$ cat src/rtl/core/sesd_pkg.sv
`timescale 1ns / 1ps
// ----------------------------------------------------------------------------
// sesd_pkg
// Shared types and constants for the sound event stream decoder.
// ----------------------------------------------------------------------------
package sesd_pkg;

    localparam int  BYTE_W      = 8;
    localparam int  COUNT_W     = 2;
    localparam int  TDATA_IN_W  = 8;
    localparam int  TDATA_OUT_W = 40;

    // opcode classes and operand masks
    localparam logic [7:0] OP_FIRST_CMD = 8'hF8;
    localparam logic [7:0] OP_END_CMD   = 8'hFF;
    localparam logic [7:0] NOTE_LEN_BIT = 8'h80;
    localparam logic [7:0] NOTE_MASK    = 8'h7F;
    localparam logic [7:0] SUB_MASK     = 8'hE0;
    localparam logic [7:0] SUB_ONCE_A   = 8'h40;
    localparam logic [7:0] SUB_ONCE_B   = 8'h60;
    localparam logic [7:0] SUB_FINISH   = 8'hA0;

    localparam logic [COUNT_W-1:0] CNT_NONE = 2'd0;
    localparam logic [COUNT_W-1:0] CNT_ONE  = 2'd1;
    localparam logic [COUNT_W-1:0] CNT_TWO  = 2'd2;

    typedef struct packed {
        logic                is_cmd;
        logic [BYTE_W-1:0]   code;
        logic                has_len;
        logic [BYTE_W-1:0]   len;
        logic [COUNT_W-1:0]  count;
        logic [BYTE_W-1:0]   first;
        logic [BYTE_W-1:0]   second;
        logic                done;
    } event_t;

endpackage

$ cat src/rtl/core/sesd_decoder.sv
`timescale 1ns / 1ps
// ----------------------------------------------------------------------------
// sesd_decoder
// Parse state machine: consumes one byte per fire and forms at most one event.
// ----------------------------------------------------------------------------
module sesd_decoder
(
    input  logic                        clk,
    input  logic                        rst_n,
    input  logic                        fire,
    input  logic [sesd_pkg::BYTE_W-1:0] byte_in,
    input  logic                        last_in,
    output logic                        ev_valid,
    output sesd_pkg::event_t            ev
);

    localparam logic [2:0] PH_OPCODE   = 3'd0;
    localparam logic [2:0] PH_OPERAND  = 3'd1;
    localparam logic [2:0] PH_SECOND   = 3'd2;
    localparam logic [2:0] PH_DURATION = 3'd3;
    localparam logic [2:0] PH_ENDED    = 3'd4;

    logic [2:0]                  phase_reg,   phase_next;
    logic [sesd_pkg::BYTE_W-1:0] opcode_reg,  opcode_next;
    logic [sesd_pkg::BYTE_W-1:0] operand_reg, operand_next;
    logic                        once_reg,    once_next;

    logic [sesd_pkg::BYTE_W-1:0] sub;
    logic                        ended;

    always_comb
    begin
        phase_next   = phase_reg;
        opcode_next  = opcode_reg;
        operand_next = operand_reg;
        once_next    = once_reg;
        ev_valid     = 1'b0;
        ev           = '0;
        ended        = 1'b0;
        sub          = byte_in & sesd_pkg::SUB_MASK;

        case (phase_reg)
            PH_OPCODE:
            begin
                if (byte_in >= sesd_pkg::OP_FIRST_CMD)
                begin
                    opcode_next = byte_in;
                    phase_next  = PH_OPERAND;
                    // truncated command: operands zero-filled
                    ev_valid      = last_in;
                    ev.is_cmd     = 1'b1;
                    ev.code       = byte_in;
                    ev.count      = (byte_in == sesd_pkg::OP_END_CMD) ?
                                    sesd_pkg::CNT_TWO : sesd_pkg::CNT_ONE;
                    ev.done       = 1'b1;
                end
                else if ((byte_in & sesd_pkg::NOTE_LEN_BIT) != '0)
                begin
                    opcode_next = byte_in;
                    phase_next  = PH_DURATION;
                    ev_valid    = last_in;
                    ev.code     = byte_in & sesd_pkg::NOTE_MASK;
                    ev.has_len  = 1'b1;
                    ev.done     = 1'b1;
                end
                else
                begin
                    ev_valid = 1'b1;
                    ev.code  = byte_in;
                    ev.done  = last_in;
                end
            end
            PH_OPERAND:
            begin
                if (opcode_reg == sesd_pkg::OP_END_CMD)
                begin
                    operand_next  = byte_in;
                    phase_next    = PH_SECOND;
                    ev_valid      = last_in;
                    ev.is_cmd     = 1'b1;
                    ev.code       = sesd_pkg::OP_END_CMD;
                    ev.count      = sesd_pkg::CNT_TWO;
                    ev.first      = byte_in;
                    ev.done       = 1'b1;
                end
                else
                begin
                    phase_next = PH_OPCODE;
                    if (opcode_reg == sesd_pkg::OP_FIRST_CMD)
                    begin
                        if (sub inside {sesd_pkg::SUB_ONCE_A, sesd_pkg::SUB_ONCE_B})
                        begin
                            once_next = 1'b1;
                        end
                        else if (sub == sesd_pkg::SUB_FINISH && !once_reg)
                        begin
                            ended      = 1'b1;
                            phase_next = PH_ENDED;
                        end
                    end
                    ev_valid      = 1'b1;
                    ev.is_cmd     = 1'b1;
                    ev.code       = opcode_reg;
                    ev.count      = sesd_pkg::CNT_ONE;
                    ev.first      = byte_in;
                    ev.done       = ended || last_in;
                end
            end
            PH_SECOND:
            begin
                phase_next    = PH_ENDED;
                ev_valid      = 1'b1;
                ev.is_cmd     = 1'b1;
                ev.code       = sesd_pkg::OP_END_CMD;
                ev.count      = sesd_pkg::CNT_TWO;
                ev.first      = operand_reg;
                ev.second     = byte_in;
                ev.done       = 1'b1;
            end
            PH_DURATION:
            begin
                phase_next = PH_OPCODE;
                ev_valid   = 1'b1;
                ev.code    = opcode_reg & sesd_pkg::NOTE_MASK;
                ev.has_len = 1'b1;
                ev.len     = byte_in;
                ev.done    = last_in;
            end
            default:
            begin
                // stream ended: bytes are dropped
                ev_valid = 1'b0;
            end
        endcase

        if (last_in)
        begin
            phase_next   = PH_OPCODE;
            opcode_next  = '0;
            operand_next = '0;
            once_next    = 1'b0;
        end

        ev_valid = ev_valid && fire;
    end

    always_ff @(posedge clk or negedge rst_n)
    begin
        if (!rst_n)
        begin
            phase_reg   <= PH_OPCODE;
            opcode_reg  <= '0;
            operand_reg <= '0;
            once_reg    <= 1'b0;
        end
        else if (fire)
        begin
            phase_reg   <= phase_next;
            opcode_reg  <= opcode_next;
            operand_reg <= operand_next;
            once_reg    <= once_next;
        end
    end

endmodule

$ cat src/rtl/core/sound_event_stream_decoder.sv
`timescale 1ns / 1ps
// ----------------------------------------------------------------------------
// sound_event_stream_decoder
// Byte-wise decoder of a sound channel command stream into note and command
// events.
// ----------------------------------------------------------------------------
// Takes one byte per cycle while the result side accepts events: a byte is
// registered on input, decoded by the parse state machine and the resulting
// event (if any) is registered on output. Output backpressure stalls the
// input register only when the result register is full and not being
// drained.
module sound_event_stream_decoder
(
    input  logic                                clk,
    input  logic                                rst_n,
    input  logic                                s_tvalid,
    output logic                                s_tready,
    input  logic [sesd_pkg::TDATA_IN_W-1:0]     s_tdata,  // [7:0] data_byte
    input  logic                                s_tlast,  // slice_end
    output logic                                m_tvalid,
    input  logic                                m_tready,
    // [7:0] event_code, [8] note_has_length, [16:9] note_length,
    // [18:17] operand_count, [26:19] operand_first, [34:27] operand_second,
    // [39:35] zero
    output logic [sesd_pkg::TDATA_OUT_W-1:0]    m_tdata,
    output logic                                m_tuser,  // command flag, 1 command
    output logic                                m_tlast   // stream_done
);

    logic                        in_valid_reg;
    logic [sesd_pkg::BYTE_W-1:0] in_byte_reg;
    logic                        in_last_reg;
    logic                        out_valid_reg, out_valid_next;
    sesd_pkg::event_t            out_ev_reg;

    logic                        out_free;
    logic                        fire;
    logic                        ev_valid;
    sesd_pkg::event_t            ev;

    assign out_free = !out_valid_reg || m_tready;
    assign fire     = in_valid_reg && out_free;
    assign s_tready = !in_valid_reg || fire;

    always_ff @(posedge clk or negedge rst_n)
    begin
        if (!rst_n)
        begin
            in_valid_reg <= 1'b0;
        end
        else if (s_tready)
        begin
            in_valid_reg <= s_tvalid;
        end
    end

    always_ff @(posedge clk)
    begin
        if (s_tready && s_tvalid)
        begin
            in_byte_reg <= s_tdata[sesd_pkg::BYTE_W-1:0];
            in_last_reg <= s_tlast;
        end
    end

    sesd_decoder u_decoder
    (
        .clk      (clk),
        .rst_n    (rst_n),
        .fire     (fire),
        .byte_in  (in_byte_reg),
        .last_in  (in_last_reg),
        .ev_valid (ev_valid),
        .ev       (ev)
    );

    always_comb
    begin
        out_valid_next = out_valid_reg;
        if (ev_valid)
        begin
            out_valid_next = 1'b1;
        end
        else if (m_tready)
        begin
            out_valid_next = 1'b0;
        end
    end

    always_ff @(posedge clk or negedge rst_n)
    begin
        if (!rst_n)
        begin
            out_valid_reg <= 1'b0;
        end
        else
        begin
            out_valid_reg <= out_valid_next;
        end
    end

    always_ff @(posedge clk)
    begin
        if (ev_valid)
        begin
            out_ev_reg <= ev;
        end
    end

    assign m_tvalid = out_valid_reg;
    assign m_tuser  = out_ev_reg.is_cmd;
    assign m_tlast  = out_ev_reg.done;
    assign m_tdata  = {5'd0, out_ev_reg.second, out_ev_reg.first, out_ev_reg.count,
                       out_ev_reg.len, out_ev_reg.has_len, out_ev_reg.code};

    // a parked word moves on whenever the result side can take it
    assert property (@(posedge clk) disable iff (!rst_n)
        (in_valid_reg && out_free) |=> (!in_valid_reg || $past(s_tvalid && s_tready)))
        else $error("input word not consumed");

    // note events never carry operands, commands always do
    assert property (@(posedge clk) disable iff (!rst_n)
        m_tvalid |-> ((m_tuser == 1'b0) == (out_ev_reg.count == sesd_pkg::CNT_NONE)))
        else $error("operand count does not match event kind");

    assert property (@(posedge clk) disable iff (!rst_n)
        (m_tvalid && !m_tuser) |-> (out_ev_reg.code[7] == 1'b0))
        else $error("note value wider than 7 bits");

    assert property (@(posedge clk) disable iff (!rst_n)
        (m_tvalid && m_tuser) |-> (out_ev_reg.code >= sesd_pkg::OP_FIRST_CMD))
        else $error("command event with non-command code");

endmodule

$ cat config.mk
export PLATFORM = sky130hd
export DESIGN_NAME = sound_event_stream_decoder
export DESIGN_NICKNAME = d
export VERILOG_FILES = /design/src/rtl/core/sesd_pkg.sv /design/src/rtl/core/sesd_decoder.sv /design/src/rtl/core/sound_event_stream_decoder.sv
export SDC_FILE = /design/constraint.sdc
export NUM_CORES = 1
export LEC_CHECK = 0
export BUFFER_PORTS_ARGS = -buffer_cell sky130_fd_sc_hd__buf_2
export CAP_MARGIN = 20
export CORE_MARGIN = 1.5
export CORE_UTILIZATION = 54
export CTS_BUF_LIST = sky130_fd_sc_hd__clkbuf_16
export CTS_CLUSTER_SIZE = 14
export DETAILED_ROUTE_END_ITERATION = 12
export HOLD_SLACK_MARGIN = 0.03
export PLACE_DENSITY_LB_ADDON = 0.25
export SKIP_LAST_GASP = 1
export SLEW_MARGIN = 20
export SYNTH_ARGS = -nofsm -noshare
export SYNTH_HDL_FRONTEND = slang
export SYNTH_HIERARCHICAL = 1
export SYNTH_SLANG_ARGS = --single-unit
$ cat constraint.sdc
create_clock -name clk -period 2.5 [get_ports clk]
set_input_delay 0.375 -clock clk [delete_from_list [all_inputs] [get_ports clk]]
set_output_delay 0.375 -clock clk [all_outputs]
set_load 0.005 [all_outputs]
# --- Word-level counts from Yosys, hierarchy flattened ---
# Index checks and enable logic that the tools add are counted.
totals:
  regBits: 68
  latchBits: 0
  mem_bits_rw: 0
  rom_bits: 0
  in_bits: 13
  out_inout_bits: 44
  word_cells: 101
  memories: 0
op_classes:
  add_sub_neg: 0
  n_mul: 0
  div_mod_pow: 0
  order_cmp: 1
  eq_ne: 11
  shifts: 0
  n_mux: 48
  bitwise: 0
  n_reduce_logical: 25
op_table:
  columns: ["operator", "n"]
  rows:
  - ["$mux W8", 9]
  - ["$pmux W8 S4", 1]
  - ["$eq A8 B8 Y1 const B", 3]
  - ["$mux W1", 21]
  - ["$mux W3", 7]
  - ["$pmux W8 S2", 1]
  - ["$reduce_bool A2 Y1", 7]
  - ["$eq A3 B2 Y1 const B", 4]
  - ["$pmux W3 S4", 1]
  - ["$mux W10", 1]
  - ["$reduce_and A3 Y1", 3]
  - ["$ge A8 B8 Y1 const B", 1]
  - ["$pmux W1 S3", 2]
  - ["$pmux W2 S3", 1]
  - ["$reduce_and A5 Y1", 1]
  - ["$reduce_bool A5 Y1", 1]
  - ["$logic_and A1 B1 Y1", 4]
  - ["$mux W2", 2]
  - ["$ne A4 B3 Y1 const B", 1]
  - ["$pmux W1 S4", 1]
  - ["$eq A3 B1 Y1 const B", 1]
  - ["$eq A3 B3 Y1 const B", 1]
  - ["$logic_not A1 Y1", 3]
  - ["$logic_not A3 Y1", 1]
  - ["other kinds (5)", 7]

# --- Longest topological paths before layout ---
# Gate-level depths: netlist of the first run.
logic_depth:
  ltp_word: 10
  mapped_depth: 7
  depth_no_buf: 5

# --- By module ---
# Netlist of the first run, hierarchy kept.
by_module_without_submodules:
  columns: ["mod", "n_inst", "cells_per_inst", "area_each_um2", "seq_area_each_um2"]
  rows:
  - ["sound_event_stream_decoder", 1, 60, 1526.5, 1431.4]
  - ["sesd_decoder", 1, 176, 1395.1, 500.5]

# --- Least setup slack after synthesis of the first run ---
# No wires, ideal clock.
synth_timing:
  kind: "reg2reg"
  start: "reg u_decoder.phase_reg[0]"
  end: "reg out_ev_reg (netlist bit m_tdata[0]), enable pin"
  setup_time_ns: 0.399
  t_arrival_ns: 1.909
  required_ns: 2.101
  path_slack_ns: 0.192
  path_stages_with_launch: 6
  n_path_buf: 2
  period_less_slack_ns: 2.308
  path_cell_list: "dfrtp_1 -> buf_2 -> inv_1 -> clkbuf_1 -> a21oi_1 -> o311a_1"
synth_between:
  elab_chain_cells: 4
  elab_cells_between_ends: 7
  classes_between: "3 x eq/ne; 1 x mux; 3 x reduce/logical"
synth_lines:
  columns: ["item", "line_no", "rtl"]
  rows:
  - ["from (decl)", "sesd_decoder.sv:23", "logic [2:0] phase_reg, phase_next;"]
  - ["from (signal assigned)", "sesd_decoder.sv:158", "phase_reg <= phase_next;"]
  - ["$eq A3 B2 Y1", "sesd_decoder.sv:42", "case (phase_reg)"]
  - ["$reduce_or A2 Y1 (no source line)", null, null]
  - ["$pmux W1 S3 (*)", "sesd_decoder.sv:42", null]
  - ["$logic_and A1 B1 Y1 (*)", "sesd_decoder.sv:144", "ev_valid = ev_valid && fire;"]
  - ["named net ev_valid", "sound_event_stream_decoder.sv:38", "logic ev_valid;"]
  - ["to (signal assigned)", "sound_event_stream_decoder.sv:106", "out_ev_reg <= ev;"]
  - ["to (decl)", "sound_event_stream_decoder.sv:34", "sesd_pkg::event_t out_ev_reg;"]
# The timed path passes the listed nets; every way through them passes the cells marked *.
# A chain may end at the register's enable or synchronous reset.

# --- Worst setup path in the final report of the first run ---
layout_timing:
  start: "reg u_decoder.phase_reg[0]"
  end: "reg out_ev_reg (netlist bit m_tdata[16]), enable pin"
# Same word-level chain as after synthesis.

==> metrics.txt, run 1 <==
DP HPWL around 3.7 mm; leading area contributor after synthesis edfxtp_1; Global Route Usage Sum about 20%; Diodes inserted 0; start point of the critical path u_decoder/phase_reg[0]; Worst R2R Path Depth 5; Worst EP required 2.58 ns; largest net degree at the start of global routing 31; Post-DP Area 0.00323 mm2; max reg flops 35; DR vias roughly 2000; Synth Area in Simple Gates 16.6%; status finished clean; critical path depth in cells 5; Hold WC Path Type input pin to register; crit path kind register to register; Yosys top cell area share a little under half; min cycle time layout between 2 and 2.5 ns; P_int roughly 2.8 mW; GR Overflow Total 0; Synthesis Warnings 6; core area between 0.005 and 0.006 mm2; Tightest Pin Transition ~0.6 ns; layout cells sized above 1 between 20% and 30%; antenna violations before repair 0; worst-skew pair later-pin latency around 0.33 ns; Die Wd roughly 77 um; RSZ-0062 raised after global routing no; Final setup viols 0; number of I/O pins between 50 and 60; Post-DRT Antenna Nets 0; Cell Area, Synth 0.00292 mm2; Net Sw Frac 30.1%; vias in the first global route ~1800; clock skew between 0.005 and 0.006 ns; count of cell types in the netlist between 40 and 50; Largest stage delay, worst path approximately 0.56 ns; Worst Setup Start Kind register; busiest layer in global routing met2; Max Slew Vio Count 0; final WL roughly 5.5 mm; LEAKAGE 1.51 nW; final hold violations 0; clock root buffer clkbuf_16; Synth Area in Adders 0%; mux cell area share after synthesis 0%; Area contributors post-synth edfxtp_1, dfrtp_1, nor2_1, a22o_1, nand2b_1; nets around 300; PortBufs 51; Core Rows 26; pwr dens ~1100 mW/mm2; Switch Pwr between 1 and 1.5 mW; Worst path slowest cell dfrtp_1; H-tree levels 3; ys async rst share approximately a third; clk slew on worst S/H paths approximately 0.050 ns; first-pass GRT wire length a little under 9 mm; Combinational Power Share between 20 and 25%; gpl congestion just under 0.9; largest family of logic cells by synthesized area simple AND/OR/NAND/NOR gates; met1 GRT Util about 27%; Avg Vias per Cell 5.54; Synth Instances roughly 240; CTS tree yes; Max VDD drop between 0.0007 and 0.0008 V; Area Overhead vs Synth 20.8%; design area 0.00353 mm2; Reg2Reg Launch Point u_decoder/phase_reg[0]; max_slew headroom 59.7%; 1st-iter DRT viols about 240; Seq pwr share 45.9%; Max Freq roughly 470 MHz; crit path max fanout 30; Clock Power Share 29.5%; Die Height ~77 um; clock buffer depth 2; Max Cap Violations 0; period utilization 85.0%; hold_sp s_tdata[2]; Initial Util 56.5%; Synth Area in Compound Gates 12.8%; area of the multi-input gates slightly below 900 um2; Filler Cell Count between 300 and 400; XOR/XNOR share of the synthesized area 0%; Die ar. 0.00586 mm2; Num CTS Buffers 9; hold depth 1; Remaining DRCs 0; Pre-antenna DRT Iters 5; M3 GR Usage 7.07%; CP top delay family flip-flops; Seq. cell area 0.00193 mm2; CP Capture Type register; Mean Syn Cell Area between 10 and 15 um2; synth cell count leaders edfxtp_1, dfrtp_1, nor2_1; most common cell in the netlist edfxtp_1; drt wl/cell approximately 15 um; TritonCTS Sinks between 60 and 70; Synth Register Bits 68; Critical Path, Cell by Cell inv_1 -> nor3_1 -> a21oi_1 -> o311a_1 -> buf_12; GR Util met2 a little under 30%; Synth Flop Type edfxtp_1; sequential-to-total area share from yosys stat between 60 and 70%; Setup TNS 0 ns; worst path bufs/invs 2; Post-synth EDFFs between 40 and 50; Arr. time, crit path roughly 2.2 ns
## per-stage QoR
| step | total power [mW] | instances | hold WS [ns] | worst slack (ns) | utilization [%] |
|---|---|---|---|---|---|
| final | 4.02 | 363 | 0.221 | 0.374 | 68.2 |
| after global routing | 4.24 | 363 | 0.214 | 0.216 | 68.2 |
| after global placement | 2.83 | 346 | 0.359 | 0.458 | 62.5 |
| after detailed placement | 2.85 | 346 | 0.364 | 0.419 | 62.5 |
| after floorplan | 2.45 | 240 | 0.0794 | 0.192 | - |
| after CTS | 4.04 | 363 | 0.215 | 0.407 | 68.2 |
## power by group through the flow
stage,registers [mW],logic [mW],clock network [mW]
global route,1.89,1.11,1.25
detailed placement,1.86,0.989,0
CTS,1.84,0.999,1.20
finish,1.84,0.990,1.18
floorplan,1.80,0.648,0
global placement,1.86,0.970,0
## placed cells by master (no fill, tap or decap), types with 5 or more instances in the layout
master and instances:
a22oi_1 8, o21ai_0 10, nand2_1 12, dfrtp_1 22, and3_1 10, buf_2 51, o22ai_1 7, and2_1 10
a22o_1 8, inv_1 6, nand2b_1 11, a21oi_1 6, buf_4 6, edfxtp_1 46, clkbuf_16 9, nor2_1 22
conb_1 5
## path summary, 6_finish.rpt
check | to | slack [ns]
setup reg to reg | m_tdata[16] | 0.37
max in group asynchronous | u_decoder/phase_reg[1] | 1.61
min in group asynchronous | u_decoder/opcode_reg[6] | 0.55
hold / removal | in_byte_reg[2] | 0.22
hold reg to reg | u_decoder/operand_reg[2] | 0.51
setup / recovery | m_tdata[16] | 0.37
## layout make-up
cell class                 instances  area share [%]
multi-input combinational        146            24.9
sequential                        68            54.8
inverter                           4           0.426
clock inverter                     7            1.70
clock buffer                       9            6.38
tap                               70            2.48
timing repair buffer              59            9.36
## layer usage
layer | vias to the layer above | part of all wire [%]
met1 | 922 | 44
li1 | 975 | -
met5 | - | 0
met3 | 6 | 9.5
met2 | 107 | 45
met4 | 0 | 1.6
## repair_timing
action,4_1_cts,5_1_grt
gates resized for setup,0,0
hold buffers,1,0
hold endpoints to repair,22,0
setup buffers,0,0
endpoints found under the setup margin,0,0
## cells by family (layout without fill, tap and decap cells)
group	Yosys count	in the layout
and+or+nand+nor	87	87
DFF	68	68
AOI/OAI and AO/OA	54	54
buffers and inverters	26	79
other	1	5
No activity file was read; power rests on OpenSTA's default activity.
==> inputs of run 2 (changes only) <==
Settings changed: MAX_ROUTING_LAYER set to met4.
==> run 2 against run 1 <==
Net effect:
- design area is the same
- critical path depth is the same
- flip-flop and latch count is the same
- global-route usage grew 0.62 points
==> metrics.txt, run 2 (same netlist as run 1, synthesis figures left out) <==
Die Wd 76.6 um (unchanged); largest net degree at the start of global routing 31 (unchanged); DR vias 2015 (+0.25%); Tightest Pin Transition 0.583 ns (-0.0175 ns); DP HPWL 3.72 mm (unchanged); Final setup viols 0 (unchanged); Die ar. 0.00586 mm2 (unchanged); Worst EP required 2.58 ns (about the same); PortBufs 51 (unchanged); 1st-iter DRT viols 208 (-14%); antenna violations before repair 0 (unchanged); clock skew 0.00534 ns (-0.000174 ns); layout cells sized above 1 25.6% (unchanged); Max VDD drop 0.000733 V (+0.26%); pwr dens 1140 mW/mm2 (about the same); Arr. time, crit path 2.20 ns (about the same); nets 301 (unchanged); hold slack 0.222 ns (+0.000526 ns); Avg Vias per Cell 5.55 (+0.25%); Core Rows 26 (unchanged); Seq pwr share 46.0% (about the same); Setup TNS 0 ns (unchanged); Die Height 76.6 um (unchanged); Area Overhead vs Synth 20.8% (unchanged); vias in the first global route 1800 (+0.056%); GR Overflow Total 0 (unchanged); number of I/O pins 57 (unchanged); crit path kind register to register; Post-CTS Setup Bufs 0 (unchanged); Hold WC Path Type input pin to register; clk slew on worst S/H paths 0.05 ns (about the same); most common cell after layout, fill and taps aside buf_2; Post-DRT Antenna Nets 0 (unchanged); Combinational Power Share 24.6% (about the same); P_int 2.81 mW (about the same); LEAKAGE 1.51 nW (unchanged); period utilization 84.9% (-0.16 points); Global Route Usage Sum 20.7% (+0.62 points); worst-skew pair later-pin latency 0.33 ns (about the same); Max Freq 471 MHz (+0.19%); Num CTS Buffers 9 (unchanged); gpl congestion 0.891 (+1.6%); H-tree levels 3 (unchanged); min cycle time layout 2.12 ns (-0.00399 ns); CP Capture Type register; Initial Util 56.5% (unchanged); Worst Setup Start Kind register; max reg flops 35 (unchanged); TritonCTS Sinks 68 (unchanged); Max Cap Violations 0 (unchanged); most frequent cells in the layout buf_2, edfxtp_1, dfrtp_1, nor2_1, nand2_1; core area 0.00517 mm2 (unchanged); total power 4.02 mW (about the same); RSZ-0062 raised after global routing no; crit path max fanout 30 (unchanged); CTS tree yes; status finished clean; Net Sw Frac 30.1% (about the same); max_slew headroom 60.9% (+1.2 points); Final WS setup 0.378 ns (+0.00399 ns); final WL 5.55 mm (+0.43%); Switch Pwr 1.21 mW (about the same); Pre-antenna DRT Iters 7 (+2); Util after Layout 68.2% (unchanged); final hold violations 0 (unchanged); drt wl/cell 15.3 um (+0.43%); Clock Power Share 29.4% (about the same); clock root buffer clkbuf_16; Diodes inserted 0 (unchanged); Max Slew Vio Count 0 (unchanged); clock buffer depth 2 (unchanged); Remaining DRCs 0 (unchanged); pre-CTS WS 0.419 ns (unchanged); first-pass GRT wire length 8.76 mm (unchanged)
run 2: cell counts in the layout (fill, tap and decap cells not counted):
Identical to the previous run, type by type.
run 2: power by group through the flow:
stage | Sequential (mW) | Clock, mW | Combinational, mW
final | 1.85 | 1.18 | 0.988
after global routing | 1.89 | 1.24 | 1.11
after CTS | 1.84 | 1.20 | 0.999
after detailed placement | 1.86 | 0 | 0.989
after global placement | 1.86 | 0 | 0.970
after floorplan | 1.80 | 0 | 0.648
run 2: area by class of cell:
type	instances	area, um2
clock buffers	9	225
clock inverters	7	60.1
fillers	378	1640
inverters	4	15.0
multi-input cells	146	878
flip-flops and latches	68	1930
well taps	70	87.6
repair buffers	59	330
run 2: worst paths after layout:
kind	slack (ns)	from	end	cells past startpoint
min	0.22	s_tdata[2]	in_byte_reg[2]	1
min in group asynchronous	0.56	rst_n	u_decoder/opcode_reg[6]	2
max reg2reg	0.38	u_decoder/phase_reg[0]	m_tdata[16]	5
max	0.38	u_decoder/phase_reg[0]	m_tdata[16]	5
min reg2reg	0.51	u_decoder/operand_reg[2]	u_decoder/operand_reg[2]	1
max in group asynchronous	1.60	rst_n	u_decoder/phase_reg[1]	2
run 2: critical path, cell delays in order (launching register included):
cell and delay, ns:
dfrtp_1 0.57, inv_1 0.26, nor3_1 0.24, a21oi_1 0.06, o311a_1 0.48, buf_12 0.25
run 2: through the flow:
step                      cell area (um2)  instances
after floorplan                      2940        240
after global placement               3230        346
after detailed placement             3230        346
after CTS                            3530        363
after global routing                 3530        363
final                                3530        363
run 2: repair_timing:
item	4_1_cts	5_1_grt
resized for setup	0	0
endpoints found under the hold margin	22	0
hold buffers	1	0
run 2: layer usage:
metal	up-vias	global-route usage [%]	share of wire, %
li1	973	-	-
met3	10	5.39	11
met1	915	27.6	43
met5	-	-	0
met2	117	29.0	45
met4	0	11.1	1.6
==> inputs of run 3 (changes only) <==
Settings changed: ABC_AREA set to 1.
Clock period 2.5 ns to 2.2 ns, I/O delays scaled along.
==> run 3 against run 2 <==
Net effect:
- flip-flop and latch count stayed put
- critical endpoint is now m_tvalid
- clock skew is 0.0016 ns higher
- critical path depth is 2 higher
- utilization is 0.55 points higher
- setup slack better by 0.077 ns
==> metrics.txt, run 3 <==
status finished clean; Synth Register Bits 68 (unchanged); crit path max fanout 38 (+27%); nets 348 (+16%); largest net degree at the start of global routing 39 (+26%); most common cell in the netlist nand2_1; gpl congestion 0.892 (+0.21%); Area contributors post-synth edfxtp_1, dfrtp_1, nand2_1, nor2_1, inv_1; Mean Syn Cell Area 10.5 um2 (-15%); Post-DRT Antenna Nets 0 (unchanged); max reg flops 35 (unchanged); Top Metal Used met4; Die Wd 75.9 um (-0.87%); Die Height 75.9 um (-0.87%); number of I/O pins 57 (unchanged); H-tree levels 3 (unchanged); crit path kind register to register; hold depth 1 (unchanged); 1st-iter DRT viols 130 (-38%); most common cell after layout, fill and taps aside nand2_1; Setup TNS 0 ns (unchanged); Post-CTS Setup Bufs 0 (unchanged); clock buffer depth 2 (unchanged); Max Freq 573 MHz (+22%); clk slew on worst S/H paths 0.05 ns (about the same); final WL 5.49 mm (-0.99%); clock skew 0.00696 ns (+0.00162 ns); ys async rst share 32.4% (unchanged); Avg Vias per Cell 5.14 (-7.4%); clock root buffer clkbuf_16; vias in the first global route 1863 (+3.5%); M1 WL 2.54 mm (+7.1%); DP HPWL 3.78 mm (+1.4%); Remaining DRCs 0 (unchanged); Pre-antenna DRT Iters 4 (-3); Critical Path, Cell by Cell nand2_1 -> nor2_2 -> nand2_1 -> o21ai_0 -> a21oi_4 -> buf_12 -> a21o_2; Worst path slowest cell dfrtp_1; DR WL met3 413 um (-32%); crit-path most repeated cell nand2_1; drt wl/cell 13.4 um (-12%); leading area contributor after synthesis edfxtp_1; Max VDD drop 0.000709 V (-3.3%); DR vias 2108 (+4.6%); Area Overhead vs Synth 22.4%; RSZ-0062 raised after global routing no; core area 0.00511 mm2 (-1.3%); Worst Setup Start Kind register; pwr dens 1370 mW/mm2 (+20%); LEAKAGE 1.59 nW (+5.3%); Synthesis Warnings 6 (unchanged); Worst EP required 2.42 ns (-0.16 ns); count of cell types in the netlist 31 (-26%); CTS tree yes; period utilization 79.3% (-5.6 points); Initial Util 56.2% (-0.31 points); min cycle time layout 1.74 ns (-0.377 ns); Synth Instances 274 (+16%); Core Rows 26 (unchanged); Diodes inserted 0 (unchanged); Max Slew Vio Count 0 (unchanged); CP Capture Type register; worst-skew pair later-pin latency 0.33 ns (about the same); PortBufs 51 (unchanged); sequential-to-total area share from yosys stat 67.3% (+1.2 points); first-pass GRT wire length 8.93 mm (+1.9%); Max Cap Violations 0 (unchanged); Final setup viols 0 (unchanged); Worst R2R Path Depth 7 (+2); Synth Flop Type edfxtp_1; Num CTS Buffers 9 (unchanged); Post-CTS Resized 0 (unchanged); Hold WC Path Type input pin to register; synth cell count leaders nand2_1, edfxtp_1, nor2_1; Post-synth EDFFs 46 (unchanged); most frequent cells in the layout nand2_1, buf_2, edfxtp_1; number of non-filler instances in the completed layout 410 (+13%); Die ar. 0.00576 mm2 (-1.7%); final hold violations 0 (unchanged); Largest stage delay, worst path 0.38 ns (-0.19 ns); Yosys top cell area share 48.1% (+0.87 points); Inst Count DP 393 (+14%); met2 wire len 2.45 mm (-1.4%); Global Route Usage Sum 22.8% (+2.1 points); antenna violations before repair 0 (unchanged); layout cells sized above 1 23.8% (-1.8 points); GR Overflow Total 0 (unchanged); Cell Area, Synth 0.00287 mm2 (-1.8%); Arr. time, crit path 1.96 ns (-0.24 ns); TritonCTS Sinks 68 (unchanged)
-- run 3: worst max-delay path: cells and delay by family (launching register included) --
| family | cells | cell delay [ns] |
|---|---|---|
| AOI/OAI and AO/OA | 3 | 0.69 |
| DFF | 1 | 0.38 |
| and+or+nand+nor | 3 | 0.36 |
| buffers and inverters | 1 | 0.20 |
-- run 3: cells by family after synthesis --
group	Yosys count	synth area share (%)
other	1	0.131
buffers and inverters	37	5.84
AOI/OAI and AO/OA	34	7.28
DFF	68	67.3
and+or+nand+nor	134	19.4
-- run 3: final timing paths --
check	startpoint	endpoint	slack (ns)
min in group asynchronous	rst_n	m_tvalid	0.52
worst max register to register	u_decoder/opcode_reg[7]	m_tvalid	0.46
max in group asynchronous	rst_n	u_decoder/opcode_reg[5]	1.34
worst min register to register	u_decoder/operand_reg[6]	u_decoder/operand_reg[6]	0.47
worst min-delay path	s_tdata[2]	in_byte_reg[2]	0.17
worst max-delay path	u_decoder/opcode_reg[7]	m_tvalid	0.46
-- run 3: report_power, final --
group          leakage [nW]  internal [mW]  switching, mW
Combinational         0.712          0.504          0.848
Clock                 0.141          0.859          0.489
Sequential            0.739           1.93          0.168
Total                  1.59           3.29           1.50
-- run 3: timing repair --
item	CTS	global route
hold buffers	1	0
endpoints found under the setup margin	0	0
hold endpoints to repair	22	0
-- run 3: layout make-up --
| cell class | instances | area (um2) |
|---|---|---|
| clock buffer | 9 | 225 |
| clock inverter | 7 | 58.8 |
| fill | 386 | 1600 |
| inverter | 26 | 97.6 |
| multi-input combinational | 173 | 796 |
| sequential | 68 | 1930 |
| tap | 70 | 87.6 |
| timing repair buffer | 57 | 315 |
-- run 3: stage by stage --
stage          hold slack (ns)  utilization [%]  setup WS [ns]  area (um2)  total power, mW
2_1_floorplan           0.0344                -          0.163        2900             2.91
3_3_place_gp             0.317             63.0          0.596        3220             3.44
3_5_place_dp             0.324             63.0          0.523        3220             3.47
4_1_cts                  0.170             68.8          0.512        3510             4.82
5_1_grt                  0.170             68.8          0.317        3510             5.13
6_report                 0.174             68.8          0.456        3510             4.80
-- run 3: layer usage --
metal | vias up | GRT usage [%]
met5 | - | -
met4 | 0 | 11.5
met3 | 12 | 5.29
met2 | 85 | 31.8
met1 | 972 | 31.2
li1 | 1039 | -
